File: config.mk
export PLATFORM = sky130hd
export DESIGN_NAME = block_transposition_cipher_flat
export DESIGN_NICKNAME = d
export VERILOG_FILES = /design/src/rtl/core/btc_pkg.sv /design/src/rtl/core/btc_stream_if.sv /design/src/rtl/core/btc_queue.sv /design/src/rtl/core/btc_front.sv /design/src/rtl/core/btc_back.sv /design/src/rtl/core/block_transposition_cipher.sv /design/src/flat_wrapper.sv
export SDC_FILE = /design/constraint.sdc
export NUM_CORES = 1
export LEC_CHECK = 0
export ABC_CLOCK_PERIOD_IN_PS = 7600
export BUFFER_PORTS_ARGS = -buffer_cell sky130_fd_sc_hd__buf_2
export CORE_MARGIN = 2
export CORE_UTILIZATION = 59
export CTS_CLUSTER_SIZE = 25
export DETAILED_ROUTE_END_ITERATION = 12
export HOLD_SLACK_MARGIN = 0.1
export PLACE_DENSITY_LB_ADDON = 0.2
export SYNTH_ARGS = -nofsm -noshare
export SYNTH_HDL_FRONTEND = slang
export SYNTH_SLANG_ARGS = --single-unit
File: constraint.sdc
create_clock -name clk -period 7.6 [get_ports clk]
set_input_delay 0.38 -clock clk [delete_from_list [all_inputs] [get_ports clk]]
set_output_delay 0.38 -clock clk [all_outputs]
set_load 0.01 [all_outputs]
File: src/rtl/core/btc_pkg.sv
// Shared constants and types for the block transposition cipher.
// No dependencies; used by all rtl/core files but btc_stream_if.
package btc_pkg;

  localparam int MAX_BLOCK = 16;
  localparam int IDX_W     = 4;   // one nibble of the permutation table
  localparam int LEN_W     = 5;   // holds 0..MAX_BLOCK
  localparam int BANKS     = 2;   // double-buffered block store
  localparam int ADDR_W    = 5;   // bank bit plus byte index

  localparam logic [7:0]       PAD_BYTE        = 8'h58;  // 'X'
  localparam logic [LEN_W-1:0] RESET_BLOCK_LEN = 5'd16;
  localparam logic [63:0]      RESET_PERM      = 64'hFEDC_BA98_7654_3210;

  // configuration register indexes
  localparam logic REG_BLOCK_LEN  = 1'b0;
  localparam logic REG_PERM_TABLE = 1'b1;

  // one completed block handed from front to back
  typedef struct packed {
    logic             bank;
    logic [LEN_W-1:0] count;  // bytes actually stored
    logic [LEN_W-1:0] len;    // effective block length
    logic             last;   // block closes the message
  } desc_t;

  typedef struct packed {
    logic              en;
    logic [ADDR_W-1:0] addr;
    logic [7:0]        data;
  } buf_wr_t;

  typedef struct packed {
    logic en;
    logic bank;
  } release_t;

endpackage

File: src/rtl/core/btc_stream_if.sv
// Valid/ready stream interfaces for plaintext input and cipher output.
// No dependencies.
interface btc_in_if;
  logic       valid;
  logic       ready;
  logic [7:0] data_byte;
  logic       msg_last;

  modport source (output valid, output data_byte, output msg_last, input ready);
  modport sink   (input valid, input data_byte, input msg_last, output ready);
endinterface

interface btc_out_if;
  logic       valid;
  logic       ready;
  logic [7:0] cipher_byte;
  logic       out_last;

  modport source (output valid, output cipher_byte, output out_last, input ready);
  modport sink   (input valid, input cipher_byte, input out_last, output ready);
endinterface

File: src/rtl/core/btc_queue.sv
// Two-entry queue of block descriptors between front and back.
// Depends on btc_pkg.
module btc_queue (
  input  logic           clk,
  input  logic           rst,
  input  logic           push,
  input  btc_pkg::desc_t push_desc,
  input  logic           pop,
  output logic           head_valid,
  output btc_pkg::desc_t head_desc
);

  btc_pkg::desc_t slots [btc_pkg::BANKS];
  logic           rptr;
  logic           wptr;
  logic [1:0]     count;

  assign head_valid = (count != 2'd0);
  assign head_desc  = slots[rptr];

  always_ff @(posedge clk) begin
    if (push) begin
      slots[wptr] <= push_desc;
    end
  end

  always_ff @(posedge clk) begin
    if (rst) begin
      rptr  <= 1'b0;
      wptr  <= 1'b0;
      count <= 2'd0;
    end else begin
      if (push) begin
        wptr <= ~wptr;
      end
      if (pop) begin
        rptr <= ~rptr;
      end
      if (push && !pop) begin
        count <= count + 2'd1;
      end else if (pop && !push) begin
        count <= count - 2'd1;
      end
    end
  end

endmodule

File: src/rtl/core/btc_front.sv
// Front end: accepts plaintext bytes, fills the current bank and closes
// blocks into descriptors. Depends on btc_pkg and btc_stream_if.
module btc_front (
  input  logic                           clk,
  input  logic                           rst,
  btc_in_if.sink                         plain_ch,
  input  logic [btc_pkg::LEN_W-1:0]      block_len,
  input  btc_pkg::release_t              rel,
  output btc_pkg::buf_wr_t               buf_wr,
  output logic                           desc_push,
  output btc_pkg::desc_t                 desc
);

  logic [btc_pkg::LEN_W-1:0] fill;
  logic [btc_pkg::LEN_W-1:0] fill_inc;
  logic [btc_pkg::LEN_W-1:0] eff_len;
  logic                      wbank;
  logic [btc_pkg::BANKS-1:0] busy;
  logic [btc_pkg::BANKS-1:0] busy_next;
  logic                      accept;
  logic                      done;

  always_comb begin
    if (block_len == '0) begin
      eff_len = btc_pkg::LEN_W'(1);
    end else if (block_len > btc_pkg::LEN_W'(btc_pkg::MAX_BLOCK)) begin
      eff_len = btc_pkg::LEN_W'(btc_pkg::MAX_BLOCK);
    end else begin
      eff_len = block_len;
    end
  end

  // a bank still being emitted by the back end cannot be refilled
  assign plain_ch.ready = !busy[wbank];
  assign accept         = plain_ch.valid && plain_ch.ready;
  assign fill_inc       = fill + btc_pkg::LEN_W'(1);
  assign done           = (fill_inc >= eff_len) || plain_ch.msg_last;

  // fill can pass the length only after a mid-block length change
  assign buf_wr.en   = accept && (fill < btc_pkg::LEN_W'(btc_pkg::MAX_BLOCK));
  assign buf_wr.addr = {wbank, fill[btc_pkg::IDX_W-1:0]};
  assign buf_wr.data = plain_ch.data_byte;

  assign desc_push  = accept && done;
  assign desc.bank  = wbank;
  assign desc.count = fill_inc;
  assign desc.len   = eff_len;
  assign desc.last  = plain_ch.msg_last;

  always_comb begin
    busy_next = busy;
    if (rel.en) begin
      busy_next[rel.bank] = 1'b0;
    end
    if (desc_push) begin
      busy_next[wbank] = 1'b1;
    end
  end

  always_ff @(posedge clk) begin
    if (rst) begin
      fill  <= '0;
      wbank <= 1'b0;
      busy  <= '0;
    end else begin
      busy <= busy_next;
      if (accept) begin
        if (done) begin
          fill  <= '0;
          wbank <= ~wbank;
        end else begin
          fill <= fill_inc;
        end
      end
    end
  end

endmodule

File: src/rtl/core/btc_back.sv
// Back end: holds the two-bank block store and emits each block in
// permuted order, one byte per cycle unless the output stalls. Depends on btc_pkg and btc_stream_if.
module btc_back (
  input  logic                           clk,
  input  logic                           rst,
  input  btc_pkg::buf_wr_t               buf_wr,
  input  logic [63:0]                    perm_table,
  input  logic                           q_valid,
  input  btc_pkg::desc_t                 q_desc,
  output logic                           q_pop,
  output btc_pkg::release_t              rel,
  btc_out_if.source                      cipher_ch
);

  logic [7:0] store [btc_pkg::BANKS * btc_pkg::MAX_BLOCK];

  btc_pkg::desc_t            cur;
  logic                      active;
  logic [btc_pkg::IDX_W-1:0] pos;
  logic [btc_pkg::IDX_W-1:0] src;
  logic                      advance;
  logic                      end_blk;
  logic                      take_src;
  logic                      out_valid;
  logic [7:0]                out_byte;
  logic                      out_last;

  assign src      = perm_table[{pos, 2'b00} +: btc_pkg::IDX_W];
  assign advance  = active && (!out_valid || cipher_ch.ready);
  assign end_blk  = ({1'b0, pos} == (cur.len - btc_pkg::LEN_W'(1)));
  // sources past the stored bytes or past the length read as padding
  assign take_src = ({1'b0, src} < cur.len) && ({1'b0, src} < cur.count);

  // next block is picked up in the cycle the current one finishes
  assign q_pop    = q_valid && (!active || (advance && end_blk));
  assign rel.en   = advance && end_blk;
  assign rel.bank = cur.bank;

  assign cipher_ch.valid       = out_valid;
  assign cipher_ch.cipher_byte = out_byte;
  assign cipher_ch.out_last    = out_last;

  always_ff @(posedge clk) begin
    if (buf_wr.en) begin
      store[buf_wr.addr] <= buf_wr.data;
    end
  end

  always_ff @(posedge clk) begin
    if (advance) begin
      out_byte <= take_src ? store[{cur.bank, src}] : btc_pkg::PAD_BYTE;
      out_last <= cur.last && end_blk;
    end
    if (q_pop) begin
      cur <= q_desc;
      pos <= '0;
    end else if (advance) begin
      pos <= pos + btc_pkg::IDX_W'(1);
    end
  end

  always_ff @(posedge clk) begin
    if (rst) begin
      active    <= 1'b0;
      out_valid <= 1'b0;
    end else begin
      if (q_pop) begin
        active <= 1'b1;
      end else if (advance && end_blk) begin
        active <= 1'b0;
      end
      if (advance) begin
        out_valid <= 1'b1;
      end else if (cipher_ch.ready) begin
        out_valid <= 1'b0;
      end
    end
  end

endmodule

File: src/rtl/core/block_transposition_cipher.sv
// Block transposition cipher: bytes in, permuted blocks out, 'X' padding.
// With the back end free, a closed block's descriptor is queued, then loaded by the back
// end, which then registers the block's first byte. Throughput: one byte per cycle within
// a block when the output is ready; steady flow stalls input while both banks are held.
// Reset: config returns to length 16 and identity table; fill, queue and output
// clear; block store contents are not cleared.
module block_transposition_cipher (
  input  logic        clk,
  input  logic        rst,
  input  logic        cfg_we,
  input  logic        cfg_index,
  input  logic [63:0] cfg_data,
  btc_in_if.sink      plain_ch,
  btc_out_if.source   cipher_ch
);

  logic [btc_pkg::LEN_W-1:0] block_len;
  logic [63:0]               perm_table;
  btc_pkg::buf_wr_t          buf_wr;
  btc_pkg::release_t         rel;
  btc_pkg::desc_t            push_desc;
  btc_pkg::desc_t            head_desc;
  logic                      desc_push;
  logic                      head_valid;
  logic                      q_pop;

  always_ff @(posedge clk) begin
    if (rst) begin
      block_len  <= btc_pkg::RESET_BLOCK_LEN;
      perm_table <= btc_pkg::RESET_PERM;
    end else if (cfg_we) begin
      unique case (cfg_index)
        btc_pkg::REG_BLOCK_LEN:  block_len  <= cfg_data[btc_pkg::LEN_W-1:0];
        btc_pkg::REG_PERM_TABLE: perm_table <= cfg_data;
        default: ;
      endcase
    end
  end

  btc_front u_front (
    .clk       (clk),
    .rst       (rst),
    .plain_ch  (plain_ch),
    .block_len (block_len),
    .rel       (rel),
    .buf_wr    (buf_wr),
    .desc_push (desc_push),
    .desc      (push_desc)
  );

  btc_queue u_queue (
    .clk        (clk),
    .rst        (rst),
    .push       (desc_push),
    .push_desc  (push_desc),
    .pop        (q_pop),
    .head_valid (head_valid),
    .head_desc  (head_desc)
  );

  btc_back u_back (
    .clk        (clk),
    .rst        (rst),
    .buf_wr     (buf_wr),
    .perm_table (perm_table),
    .q_valid    (head_valid),
    .q_desc     (head_desc),
    .q_pop      (q_pop),
    .rel        (rel),
    .cipher_ch  (cipher_ch)
  );

endmodule
File: src/flat_wrapper.sv
// flat-port wrapper written by rule: the top's interface ports become plain ports
module block_transposition_cipher_flat 
  (clk, rst, cfg_we, cfg_index, cfg_data, plain_ch_valid, plain_ch_data_byte, plain_ch_msg_last, plain_ch_ready, cipher_ch_valid, cipher_ch_cipher_byte, cipher_ch_out_last, cipher_ch_ready);
  btc_in_if plain_ch_i ();
  btc_out_if cipher_ch_i ();
  input  logic clk;
  input  logic rst;
  input  logic cfg_we;
  input  logic cfg_index;
  input  logic [63:0] cfg_data;
  input wire logic [$bits(plain_ch_i.valid)-1:0] plain_ch_valid;
  input wire logic [$bits(plain_ch_i.data_byte)-1:0] plain_ch_data_byte;
  input wire logic [$bits(plain_ch_i.msg_last)-1:0] plain_ch_msg_last;
  output wire logic [$bits(plain_ch_i.ready)-1:0] plain_ch_ready;
  output wire logic [$bits(cipher_ch_i.valid)-1:0] cipher_ch_valid;
  output wire logic [$bits(cipher_ch_i.cipher_byte)-1:0] cipher_ch_cipher_byte;
  output wire logic [$bits(cipher_ch_i.out_last)-1:0] cipher_ch_out_last;
  input wire logic [$bits(cipher_ch_i.ready)-1:0] cipher_ch_ready;
  assign plain_ch_i.valid = plain_ch_valid;
  assign plain_ch_i.data_byte = plain_ch_data_byte;
  assign plain_ch_i.msg_last = plain_ch_msg_last;
  assign plain_ch_ready = plain_ch_i.ready;
  assign cipher_ch_valid = cipher_ch_i.valid;
  assign cipher_ch_cipher_byte = cipher_ch_i.cipher_byte;
  assign cipher_ch_out_last = cipher_ch_i.out_last;
  assign cipher_ch_i.ready = cipher_ch_ready;
  block_transposition_cipher u_core (.clk(clk), .rst(rst), .cfg_we(cfg_we), .cfg_index(cfg_index), .cfg_data(cfg_data), .plain_ch(plain_ch_i), .cipher_ch(cipher_ch_i));
endmodule
# After elaboration in Yosys (flattened, before gate mapping)
# Memory sizes are Yosys's and may differ from the RTL's. A register that Yosys moved wholly into a read port is not among the register bits.
# Index checks and enable logic that the tools add are counted.
[classes]
n_addsub = 5
order_cmp = 9
n_eq_ne = 1
shift = 1
mux = 21
bitwise_logic = 7
reduce_logical = 29
[op_table]
columns = ["operator", "count"]
rows = [
  ["$shiftx 64x7->4", 1],
  ["$mux 5", 3],
  ["$logic_and 1x1->1", 12],
  ["$mux 1", 12],
  ["$lt 4x5->1", 2],
  ["$mux 2", 4],
  ["$reduce_bool 2->1", 4],
  ["$logic_not 1->1", 6],
  ["$reduce_and 2->1", 3],
  ["$add 5x1->5 const B", 1],
  ["$eq 4x5->1", 1],
  ["$ge 5x5->1", 1],
  ["$gt 5x5->1 const B", 1],
  ["$logic_not 5->1", 1],
  ["$lt 5x5->1 const B", 1],
  ["$sub 5x1->5 const B", 1],
  ["$add 4x1->4 const B", 1],
  ["$lt 1x2->1 const B", 2],
  ["$not 1->1", 4],
  ["$logic_or 1x1->1", 3],
  ["$add 2x1->2 const B", 1],
  ["$and 2x2->2", 1],
  ["$demux 1 s1", 2],
  ["$ge 1x1->1 const B", 2],
  ["3 further kinds", 3],
]
[totals]
register_bits = 88
mem_bits_rw = 280
input_bits = 79
memories = 2
[memory_table]
columns = ["name", "depth", "width", "rd", "rd_clocked_by_memory_dff", "wr", "line", "text"]
rows = [
  ["u_core.u_back.store", 32, 8, 1, 1, 1, "btc_back.sv:15", "logic [7:0] store [btc_pkg::BANKS * btc_pkg::MAX_BLOCK];"],
  ["u_core.u_queue.slots", 2, 12, 1, 1, 1, "btc_queue.sv:13", "btc_pkg::desc_t slots [btc_pkg::BANKS];"],
]

# Depth between registers and ports, before layout
# Gate-level depths: netlist of the first run.
[logic_depth]
ltp_word = 10
mapped_depth = 14
ltp_nobuf = 14

# By module
# From an unflattened synthesis of the first run, not the netlist that was laid out.
[unflattened]
hier_cells = 1243
hier_area_um2 = 16609.7
[by_module_without_submodules]
columns = ["mod", "instances", "cells_each", "area_each_um2"]
rows = [
  ["btc_back", 1, 828, 12027.8],
  ["block_transposition_cipher", 1, 276, 2816.5],
  ["btc_queue", 1, 58, 1062.3],
  ["btc_front", 1, 81, 703.2],
]

# Least setup slack after synthesis of the first run
# Ideal clock, no wire load.
[synth_path]
path_kind = "register to register"
startpoint = "register u_core.u_back.cur[1] (netlist name)"
endpoint = "register u_core.u_queue.count[1]"
t_arrival_ns = 3.166
t_required_ns = 7.530
setup_slack_ns = 4.364
path_stages_with_launch = 13
period_less_slack_ns = 3.236
cell_sequence = "edfxtp_1 inv_1 ha_1 nor2b_1 xnor2_1 or3_1 a2111oi_1 nand2_1 a21oi_2 inv_1 ha_1 or3_1 a21oi_1"
[synth_via]
elab_chain_len = 8
word_cells_on_any_way = 10
classes_between = "add/sub: 1; eq/ne: 1; mux: 1; reduce/logical: 7"
[synth_lines]
columns = ["item", "line", "text"]
rows = [
  ["$sub 5x1->5 *", "btc_back.sv:30", "assign end_blk = ({1'b0, pos} == (cur.len - btc_pkg::LEN_W'(1)));"],
  ["$eq 4x5->1 *", "btc_back.sv:30", ""],
  ["$logic_and 1x1->1 *", "btc_back.sv:35", "assign q_pop = q_valid && (!active || (advance && end_blk));"],
  ["$logic_or 1x1->1 *", "btc_back.sv:35", ""],
  ["$logic_and 1x1->1 *", "btc_back.sv:35", ""],
  ["named net u_core.q_pop", "block_transposition_cipher.sv:25", "logic q_pop;"],
  ["$logic_not 1->1", "btc_queue.sv:39", "if (push && !pop) begin"],
  ["$logic_and 1x1->1", "btc_queue.sv:39", ""],
  ["$mux 2 / $reduce_bool 2->1 (equally long branches)", "n/a", ""],
  ["end signal, assigned", "btc_queue.sv:40", "count <= count + 2'd1;"],
  ["end signal, assigned", "btc_queue.sv:42", "count <= count - 2'd1;"],
  ["end, declared", "btc_queue.sv:16", "logic [1:0] count;"],
]
# The timed path passes the listed nets; every way through them passes the cells marked *.
# A chain may end at the register's enable or synchronous reset.

# Worst setup path in the final report of the first run
[layout_path]
startpoint = "register u_core.u_back.pos[1] (netlist bit)"
endpoint = "register u_core.u_back.out_byte[5] (netlist: u_core.u_back.cipher_ch.cipher_byte[5]) (read register of u_core.u_back.store), data pin"
[layout_via]
elab_chain_len = 4
word_cells_on_any_way = 5
classes_between = "order compare: 2; shift: 1; reduce/logical: 2"
[layout_lines]
columns = ["item", "line", "text"]
rows = [
  ["start, declared", "btc_back.sv:19", "logic [btc_pkg::IDX_W-1:0] pos;"],
  ["start signal, assigned", "btc_back.sv:58", "pos <= pos + btc_pkg::IDX_W'(1);"],
  ["$shiftx 64x7->4 *", "btc_back.sv:28", "assign src = perm_table[{pos, 2'b00} +: btc_pkg::IDX_W];"],
  ["$lt 4x5->1", "btc_back.sv:32", "assign take_src = ({1'b0, src} < cur.len) && ({1'b0, src} < cur.count);"],
  ["$logic_and 1x1->1", "btc_back.sv:32", ""],
  ["$logic_not 1->1 (no source line)", "n/a", ""],
  ["end, declared", "btc_back.sv:25", "logic [7:0] out_byte;"],
]
# Mark *: on every way between the ends. The rest lies on a longest branch, timed or not.

==> results.rst, run 1 <==
.. list-table::
   :header-rows: 1

   * - Metric
     - Value
   * - Tot GR Track Use
     - 27.6%
   * - Static Leakage
     - 6.92 nW
   * - Post-route DRC violation count
     - 0
   * - Number of flops mapped to enable cells by yosys
     - 301
   * - Detailed placer's ending HPWL
     - between 20 and 30 mm
   * - Layout cell share with drive strength beyond 1
     - between 10% and 20%
   * - Pin count of the biggest net entering global routing
     - 80
   * - Site Rows
     - 61
   * - Final total negative setup slack
     - 0 ns
   * - Clock Root Buffer
     - sky130_fd_sc_hd__clkbuf_16
   * - Post-Place Setup Slack
     - approximately 3.2 ns
   * - Layout fillers
     - ~1.9k
   * - CP max FO
     - 56
   * - Clock period minus worst slack
     - about 4.5 ns
   * - Clock tree sinks
     - 388
   * - Length of the first detailed-routing pass in iterations
     - 8
   * - Final layout net count
     - ~1.5k
   * - Max transition margin
     - between 20% and 30%
   * - Worst setup path class
     - register to register
   * - Boundary pin count
     - 90
   * - CTS tree
     - done
   * - Warnings from Yosys
     - 0
   * - R2r startpoint
     - u_core.u_back.pos[1]$_SDFFE_PP0P_
   * - Final count of negative-setup-slack endpoints
     - 0
   * - Post-synthesis to final-layout area growth
     - 14.4%
   * - Core Region
     - about 28000 um2
   * - Average routed wire per standard cell
     - 22.5 um
   * - Required time worst endpoint
     - 7.95 ns
   * - Most common flop cell mapped by yosys
     - sky130_fd_sc_hd__edfxtp_1
   * - Most common cell after layout, fill and taps aside
     - sky130_fd_sc_hd__edfxtp_1
   * - Period utilisation layout
     - slightly below 60%
   * - Global-route wire length before repair
     - 63.6 mm
   * - Maximum clock frequency
     - between 200 and 250 MHz
   * - Number of cell instances on the worst register-to-register path
     - 9
   * - Remaining Overflow, GRT
     - 0
   * - Power density of the placed cells
     - around 350 nW/um2
   * - Fraction of registers with async set/reset
     - 0%
   * - Number of vias in the routed layout
     - ~11k
   * - Post-synthesis area per instance
     - 12.6 um2
   * - Final ANT Viol Nets
     - 0
   * - Total inserted antenna cells
     - 0
   * - Hold Violations, Final
     - 0
   * - Number of buffers created by CTS
     - 40
   * - Number of stages on the worst hold path
     - 3
   * - Most Frequent Cell on Critical Path
     - sky130_fd_sc_hd__a311oi_1
   * - Die span in y
     - ~170 um
   * - Peak supply drop
     - 0.000244 V
   * - Area of the mapped netlist
     - 16800 um2
   * - Port bufs
     - 89
   * - Starting Density
     - between 60% and 70%
   * - Global placement routability congestion
     - approximately 0.94
   * - Count of cell types in the netlist
     - between 60 and 70
   * - Post-Syn Nets
     - 1423
   * - Antenna violations before repair
     - 0
   * - Setup slack of the critical path after layout
     - roughly 3.1 ns
   * - Area taken by flip-flops and latches
     - 10800 um2
   * - Cell types occupying the most area after synthesis
     - sky130_fd_sc_hd__edfxtp_1 54%, sky130_fd_sc_hd__dfxtp_1 10%, sky130_fd_sc_hd__nand2_1 4.7%
   * - Area share of the largest cell type after synthesis
     - between 50% and 60%
   * - Source-to-sink clock delay at the later pin of the worst-skew pair
     - ~0.54 ns
   * - Hold slack final
     - between 0.1 and 0.15 ns
   * - Unrepaired setup endpoints after global routing
     - no
   * - Least-Margin Pin Slew
     - about 1.1 ns
   * - Synthesized instance count
     - approximately 1.3k
   * - Worst path cell trace
     - mux4_2 > mux2i_4 > buf_4 > nand2_1 > nand2_2 > a211oi_1 > a311oi_1 > a311oi_1 > nor4b_2
   * - Capture endpoint of the worst hold path
     - u_core.perm_table[16]$_SDFFE_PP0P_
   * - Number of design-rule violations left by the first detailed-router iteration
     - 1362
   * - Area occupied by multi-input gates
     - about 5500 um2
   * - Crit Reg-Reg Endpoint
     - u_core.u_back.cipher_ch.cipher_byte[5]$_SDFFCE_PN0P_
   * - Cell taking the most area after synthesis
     - sky130_fd_sc_hd__edfxtp_1
   * - Launching element type of the critical path
     - register
   * - Final Slew Violations
     - 0
   * - Via density per instance
     - 6.18
   * - Via count of the first global-routing pass
     - about 11k
   * - Total length of routed wires
     - 41.6 mm
   * - Run status
     - complete, no violations
   * - Number of max-cap violations
     - 0
   * - Clk buf depth
     - 3
   * - Slowest stage delay, CP
     - about 0.90 ns
   * - # Post-CTS Setup Buffers
     - 0
   * - Skew final
     - roughly 0.019 ns
   * - Yosys reg bits
     - about 390
   * - Clock transition time at the flip-flop clock pins of the worst setup and hold paths
     - about 0.060 ns
   * - Top library cells by usage in the layout, fill and taps aside
     - 301 x sky130_fd_sc_hd__edfxtp_1, 209 x sky130_fd_sc_hd__nand2_1, 119 x sky130_fd_sc_hd__nor2_1
   * - Critical Path Slowest Stage Cell
     - sky130_fd_sc_hd__dfxtp_1
   * - Setup slack on the worst flop-to-flop path
     - between 3 and 4 ns
   * - Critical path capture point type
     - register
   * - Arrival time at the worst endpoint
     - slightly below 5 ns
   * - Post-synthesis sequential area ratio
     - ~64%
   * - Die area
     - about 30000 um2
   * - Die Width
     - ~170 um
   * - Maximum level of the CTS H-tree
     - 2
   * - Worst hold-check path type
     - input pin to register
   * - Startpoint of the lowest-slack hold path
     - cfg_data[16]
[flip-flops by register name (all words and copies together), names as in the netlist]
name,flops
u_core.u_back.store,256
u_core.u_back.cipher_ch.valid,1
u_core.u_queue.rptr,1
u_core.u_front.fill,5
u_core.u_back.pos,4
u_core.u_queue.slots,24
u_core.u_front.wbank,1
u_core.u_back.cur,11
u_core.u_queue.count,2
u_core.block_len,5
u_core.u_back.active,1
u_core.u_back.cipher_ch.out_last,1
u_core.u_back.cipher_ch.cipher_byte,8
u_core.perm_table,64
u_core.u_front.busy,2
u_core.u_back.rel,1
u_core.u_queue.wptr,1
[cell families (layout without fill, tap and decap cells)]
group	after synthesis	in the layout	synth area share (%)
flops	388	388	64.3
fa+ha+maj	18	18	1.34
buf+inv	101	248	3.03
simple gates	448	448	12.3
compound gates	241	241	9.89
mux	110	110	8.03
xor+xnor	20	20	1.05
[worst max-delay path, delay by kind of cell (launching register included)]
kind / cells / cell delay (ns)
multiplexers: 2 / 0.62
buffers and inverters: 1 / 0.68
AO/OA/AOI/OAI: 3 / 0.61
flip-flops: 1 / 0.90
AND/OR/NAND/NOR: 3 / 1.46
[area by class of cell]
class                   instances  area share [%]
flip-flops and latches        388            56.2
multi-input cells             837            28.6
clock buffers                  56            5.86
repair buffers                151            5.45
well taps                     378            2.47
clock inverters                18           0.920
inverters                      23           0.450
[cell usage after synthesis (11+ instances only)]
cell,instances
sky130_fd_sc_hd__edfxtp_1,301
sky130_fd_sc_hd__nand2_1,212
sky130_fd_sc_hd__nor2_1,119
sky130_fd_sc_hd__dfxtp_1,87
sky130_fd_sc_hd__mux2i_1,73
sky130_fd_sc_hd__a21oi_1,49
sky130_fd_sc_hd__a22oi_1,45
sky130_fd_sc_hd__o211ai_1,41
sky130_fd_sc_hd__clkbuf_1,38
sky130_fd_sc_hd__nand3b_1,35
sky130_fd_sc_hd__o21ai_0,23
sky130_fd_sc_hd__inv_1,22
sky130_fd_sc_hd__nand3_1,20
sky130_fd_sc_hd__buf_2,18
sky130_fd_sc_hd__ha_1,18
sky130_fd_sc_hd__mux2_2,15
sky130_fd_sc_hd__o21ai_1,14
sky130_fd_sc_hd__xnor2_1,13
sky130_fd_sc_hd__nand4_1,11
[stage by stage]
stage | cell area [um2] | cells | power [W] | util, %
after floorplan | 16800 | 1326 | 0.00428 | -
after global placement | 17300 | 1723 | 0.00477 | 62.2
after detailed placement | 17300 | 1723 | 0.00481 | 62.2
after CTS | 19200 | 1851 | 0.00675 | 68.8
after global routing | 19200 | 1851 | 0.00705 | 68.8
final | 19200 | 1851 | 0.00676 | 68.8
[worst max path at each step]
stage,from,to,slack (ns)
6_report,u_core.u_back.pos[1]$_SDFFE_PP0P_,u_core.u_back.cipher_ch.cipher_byte[5]$_SDFFCE_PN0P_,3.14
5_1_grt,u_core.u_back.pos[1]$_SDFFE_PP0P_,u_core.u_back.cipher_ch.cipher_byte[0]$_SDFFCE_PN0P_,2.81
4_1_cts,u_core.u_back.pos[1]$_SDFFE_PP0P_,u_core.u_back.cipher_ch.cipher_byte[5]$_SDFFCE_PN0P_,3.14
3_5_place_dp,u_core.u_back.pos[1]$_SDFFE_PP0P_,u_core.u_back.cipher_ch.cipher_byte[7]$_SDFFCE_PN0P_,3.19
3_3_place_gp,u_core.u_back.pos[1]$_SDFFE_PP0P_,u_core.u_back.cipher_ch.cipher_byte[2]$_SDFFCE_PN0P_,3.35
2_1_floorplan,u_core.u_back.cur[1]$_DFFE_PP_,u_core.u_queue.count[1]$_SDFFE_PP0P_,4.36
[report_power, final]
part	total, W	internal [W]	switching (W)
Clock	0.00194	0.00114	0.000799
Sequential	0.00254	0.00244	0.000105
Combinational	0.00228	0.000829	0.00145
Total	0.00676	0.00440	0.00235
[what timing repair did]
| action | 4_1_cts | 5_1_grt |
|---|---|---|
| endpoints found under the hold margin | 56 | 0 |
| resized for setup | 0 | 0 |
| hold buffers | 54 | 0 |
| setup endpoints to repair | 0 | 0 |
[metal layers]
metal | vias up | global-route usage, % | share of wire, %
met3 | 97 | 6.31 | 8.8
li1 | 5177 | - | -
met4 | 0 | 10.3 | 3.6
met5 | - | 0 | 0
met2 | 575 | 45.1 | 48
met1 | 5588 | 36.5 | 40
Note: power is estimated with default switching activity, not from simulation.
==> run 2: changes to the inputs <==
--- a/config.mk
+++ b/config.mk
@@ -5,7 +5,7 @@
 export SDC_FILE = /design/constraint.sdc
 export NUM_CORES = 1
 export LEC_CHECK = 0
-export ABC_CLOCK_PERIOD_IN_PS = 7600
+export ABC_CLOCK_PERIOD_IN_PS = 4700
 export BUFFER_PORTS_ARGS = -buffer_cell sky130_fd_sc_hd__buf_2
 export CORE_MARGIN = 2
 export CORE_UTILIZATION = 59
==> constraint.sdc (replaced) <==
create_clock -name clk -period 4.7 [get_ports clk]
set_input_delay 0.235 -clock clk [delete_from_list [all_inputs] [get_ports clk]]
set_output_delay 0.235 -clock clk [all_outputs]
set_load 0.01 [all_outputs]
==> run 2 against run 1 <==
  * Sequential share of layout area is 0.71 points lower
  * Non-clock buffer count is 29 higher
  * Clock power is 62% higher
  * Fmax is 8.2% higher
  * Largest cell class unchanged
==> results.rst, run 2 (synthesis gave the netlist of run 1 again) <==
.. list-table::
   :header-rows: 1

   * - Metric
     - Value
   * - Port bufs
     - 89 (unchanged)
   * - Max transition margin
     - 22.8% (-0.72 points)
   * - Number of vias in the routed layout
     - 11.5k (+0.96%)
   * - Crit Reg-Reg Endpoint
     - u_core.u_back.cipher_ch.cipher_byte[3]$_SDFFCE_PN1P_
   * - Fraction of power spent switching nets
     - 34.6% (-0.20 points)
   * - CTS tree
     - done
   * - Layout fillers
     - 1855 (-2.1%)
   * - Maximum clock frequency
     - 243 MHz (+8.2%)
   * - Most common cell after layout, fill and taps aside
     - sky130_fd_sc_hd__edfxtp_1
   * - Period utilisation layout
     - 87.7% (+29 points)
   * - Clock period minus worst slack
     - 4.12 ns (-0.336 ns)
   * - Part of the total power dissipated in sequential elements
     - 37.0% (-0.6 points)
   * - Global-route wire length before repair
     - 65.4 mm (+2.9%)
   * - Global placement routability congestion
     - 0.898 (-4.9%)
   * - Tot GR Track Use
     - 28.2% (+0.59 points)
   * - Setup slack on the worst flop-to-flop path
     - 0.58 ns (-2.56 ns)
   * - Register with the most flip-flops
     - u_core.u_back.store
   * - Boundary pin count
     - 90 (unchanged)
   * - Via density per instance
     - 6.15 (-0.49%)
   * - Critical path capture point type
     - register
   * - Detailed placer's ending HPWL
     - 26.0 mm (+2.6%)
   * - Source-to-sink clock delay at the later pin of the worst-skew pair
     - 0.53 ns (about the same)
   * - Length of the first detailed-routing pass in iterations
     - 5 (-3)
   * - CP max FO
     - 18 (-68%)
   * - Site Rows
     - 61 (unchanged)
   * - Final layout net count
     - 1566 (+1.8%)
   * - Static Leakage
     - 7.03 nW (+1.6%)
   * - Final count of negative-setup-slack endpoints
     - 0 (unchanged)
   * - Internal power component
     - 0.00726 W (+65%)
   * - Final total negative setup slack
     - 0 ns (unchanged)
   * - Number of buffers created by CTS
     - 39 (-2.5%)
   * - Area occupied by multi-input gates
     - 5490 um2 (unchanged)
   * - Remaining Overflow, GRT
     - 0 (unchanged)
   * - R2r startpoint
     - u_core.u_back.pos[0]$_SDFFE_PP0P_
   * - Die area
     - 29800 um2 (unchanged)
   * - Clock Root Buffer
     - sky130_fd_sc_hd__clkbuf_16
   * - Number of design-rule violations left by the first detailed-router iteration
     - 1279 (-6.1%)
   * - Layout cell share with drive strength beyond 1
     - 14.4% (+0.42 points)
   * - Core Region
     - 27900 um2 (unchanged)
   * - Post-CTS Resized
     - 0 (unchanged)
   * - Antenna violations before repair
     - 1 (+1)
   * - Total length of routed wires
     - 42.3 mm (+1.7%)
   * - Hold slack final
     - 0.232 ns (+0.117 ns)
   * - Worst hold-check path type
     - input pin to register
   * - Post-route DRC violation count
     - 0 (unchanged)
   * - Final Slew Violations
     - 0 (unchanged)
   * - Startpoint of the lowest-slack hold path
     - cfg_index
   * - Skew final
     - 0.0125 ns (-0.00672 ns)
   * - Max FFs per register
     - 256 (unchanged)
   * - Worst setup path class
     - register to register
   * - Area taken by flip-flops and latches
     - 10800 um2 (unchanged)
   * - Die span in y
     - 173 um (unchanged)
   * - Hold Violations, Final
     - 0 (unchanged)
   * - Number of cell instances on the worst register-to-register path
     - 12 (+3)
   * - Post-synthesis to final-layout area growth
     - 15.9%
   * - Top library cells by usage in the layout, fill and taps aside
     - 301 x sky130_fd_sc_hd__edfxtp_1, 209 x sky130_fd_sc_hd__nand2_1, 119 x sky130_fd_sc_hd__nor2_1
   * - Fraction of the core area covered by cells at the end of the flow
     - 69.7% (+0.88 points)
   * - Number of max-cap violations
     - 0 (unchanged)
   * - Launching element type of the critical path
     - register
   * - Run status
     - complete, no violations
   * - Clk buf depth
     - 3 (unchanged)
   * - Post-CTS Hold Buffers
     - 66 (+22%)
   * - Power density of the placed cells
     - 572 nW/um2 (+62%)
   * - Combinational Power Share
     - 34.6% (+0.9 points)
   * - Maximum level of the CTS H-tree
     - 2 (unchanged)
   * - Pin count of the biggest net entering global routing
     - 80 (unchanged)
   * - Die Width
     - 173 um (unchanged)
   * - Via count of the first global-routing pass
     - 11.5k (+1.4%)
   * - Final ANT Viol Nets
     - 0 (unchanged)
   * - Least-Margin Pin Slew
     - 1.15 ns (+0.0107 ns)
   * - Required time worst endpoint
     - 4.96 ns (-2.99 ns)
   * - Number of stages on the worst hold path
     - 4 (+1)
   * - Clock share of power
     - 28.4% (-0.3 points)
   * - Arrival time at the worst endpoint
     - 4.38 ns (-0.43 ns)
   * - Net switching power of the design
     - 0.00384 W (+63%)
   * - Capture endpoint of the worst hold path
     - u_core.block_len[2]$_SDFFE_PP0P_
   * - Peak supply drop
     - 0.000351 V (+44%)
   * - Starting Density
     - 60.2% (unchanged)
   * - Largest registers
     - u_core.u_back.store x256, u_core.perm_table x64, u_core.u_queue.slots x24
   * - Unrepaired setup endpoints after global routing
     - no
   * - Average routed wire per standard cell
     - 22.5 um (+0.27%)
   * - Clock transition time at the flip-flop clock pins of the worst setup and hold paths
     - 0.06 ns (about the same)
   * - # Post-CTS Setup Buffers
     - 0 (unchanged)
   * - Clock tree sinks
     - 388 (unchanged)
-- run 2: area by class of cell --
cell class | count | share of cell area (%)
antenna | 1 | 0.0129
clock buffer | 52 | 5.55
timing repair buffer | 180 | 6.66
multi-input combinational | 837 | 28.3
clock inverter | 19 | 1.11
inverter | 23 | 0.444
sequential | 388 | 55.5
tap | 378 | 2.43
-- run 2: power groups by stage --
stage / sequential, W / combinational [W] / clock [W]
2_1_floorplan: 0.00410 / 0.00282 / 0
3_3_place_gp: 0.00417 / 0.00368 / 0
3_5_place_dp: 0.00418 / 0.00374 / 0
4_1_cts: 0.00411 / 0.00380 / 0.00317
5_1_grt: 0.00412 / 0.00414 / 0.00332
6_report: 0.00411 / 0.00384 / 0.00315
-- run 2: worst max-delay path by stage --
stage	start	end	cells after the start
4_1_cts	u_core.u_back.pos[0]$_SDFFE_PP0P_	u_core.u_back.cipher_ch.cipher_byte[3]$_SDFFCE_PN1P_	12
5_1_grt	u_core.u_back.pos[0]$_SDFFE_PP0P_	u_core.u_back.cipher_ch.cipher_byte[6]$_SDFFCE_PN1P_	12
3_5_place_dp	u_core.u_back.pos[0]$_SDFFE_PP0P_	u_core.u_back.cipher_ch.cipher_byte[3]$_SDFFCE_PN1P_	12
6_report	u_core.u_back.pos[0]$_SDFFE_PP0P_	u_core.u_back.cipher_ch.cipher_byte[3]$_SDFFCE_PN1P_	12
2_1_floorplan	u_core.u_back.cur[1]$_DFFE_PP_	u_core.u_queue.count[1]$_SDFFE_PP0P_	12
3_3_place_gp	u_core.u_back.pos[0]$_SDFFE_PP0P_	u_core.u_back.cipher_ch.cipher_byte[3]$_SDFFCE_PN1P_	12
-- run 2: routing by layer --
layer  share of wire [%]  up-vias  global-route usage (%)
li1                    -     5234                       -
met1                  40     5671                    37.6
met2                  49      545                    46.7
met3                 8.1       97                    5.10
met4                 3.3        0                    10.6
met5                   0        -                       0
-- run 2: critical path: stages, from the launching register on --
cell	delay [ns]
sky130_fd_sc_hd__dfxtp_1	0.57
sky130_fd_sc_hd__buf_4	0.27
sky130_fd_sc_hd__mux4_2	0.51
sky130_fd_sc_hd__nand2_1	0.07
sky130_fd_sc_hd__and4_1	0.52
sky130_fd_sc_hd__inv_2	0.32
sky130_fd_sc_hd__ha_1	0.37
sky130_fd_sc_hd__inv_1	0.05
sky130_fd_sc_hd__a31oi_1	0.03
sky130_fd_sc_hd__o2111ai_1	0.23
sky130_fd_sc_hd__nand3_1	0.45
sky130_fd_sc_hd__a31oi_1	0.34
sky130_fd_sc_hd__o211ai_2	0.10
-- run 2: per-stage QoR --
step	cells	total power, W	cell area (um2)	worst slack, ns
3_5_place_dp	1740	0.00791	17500	0.650
3_3_place_gp	1740	0.00784	17500	0.819
5_1_grt	1878	0.0116	19400	0.439
2_1_floorplan	1326	0.00691	16800	1.46
4_1_cts	1877	0.0111	19400	0.633
6_report	1878	0.0111	19400	0.579
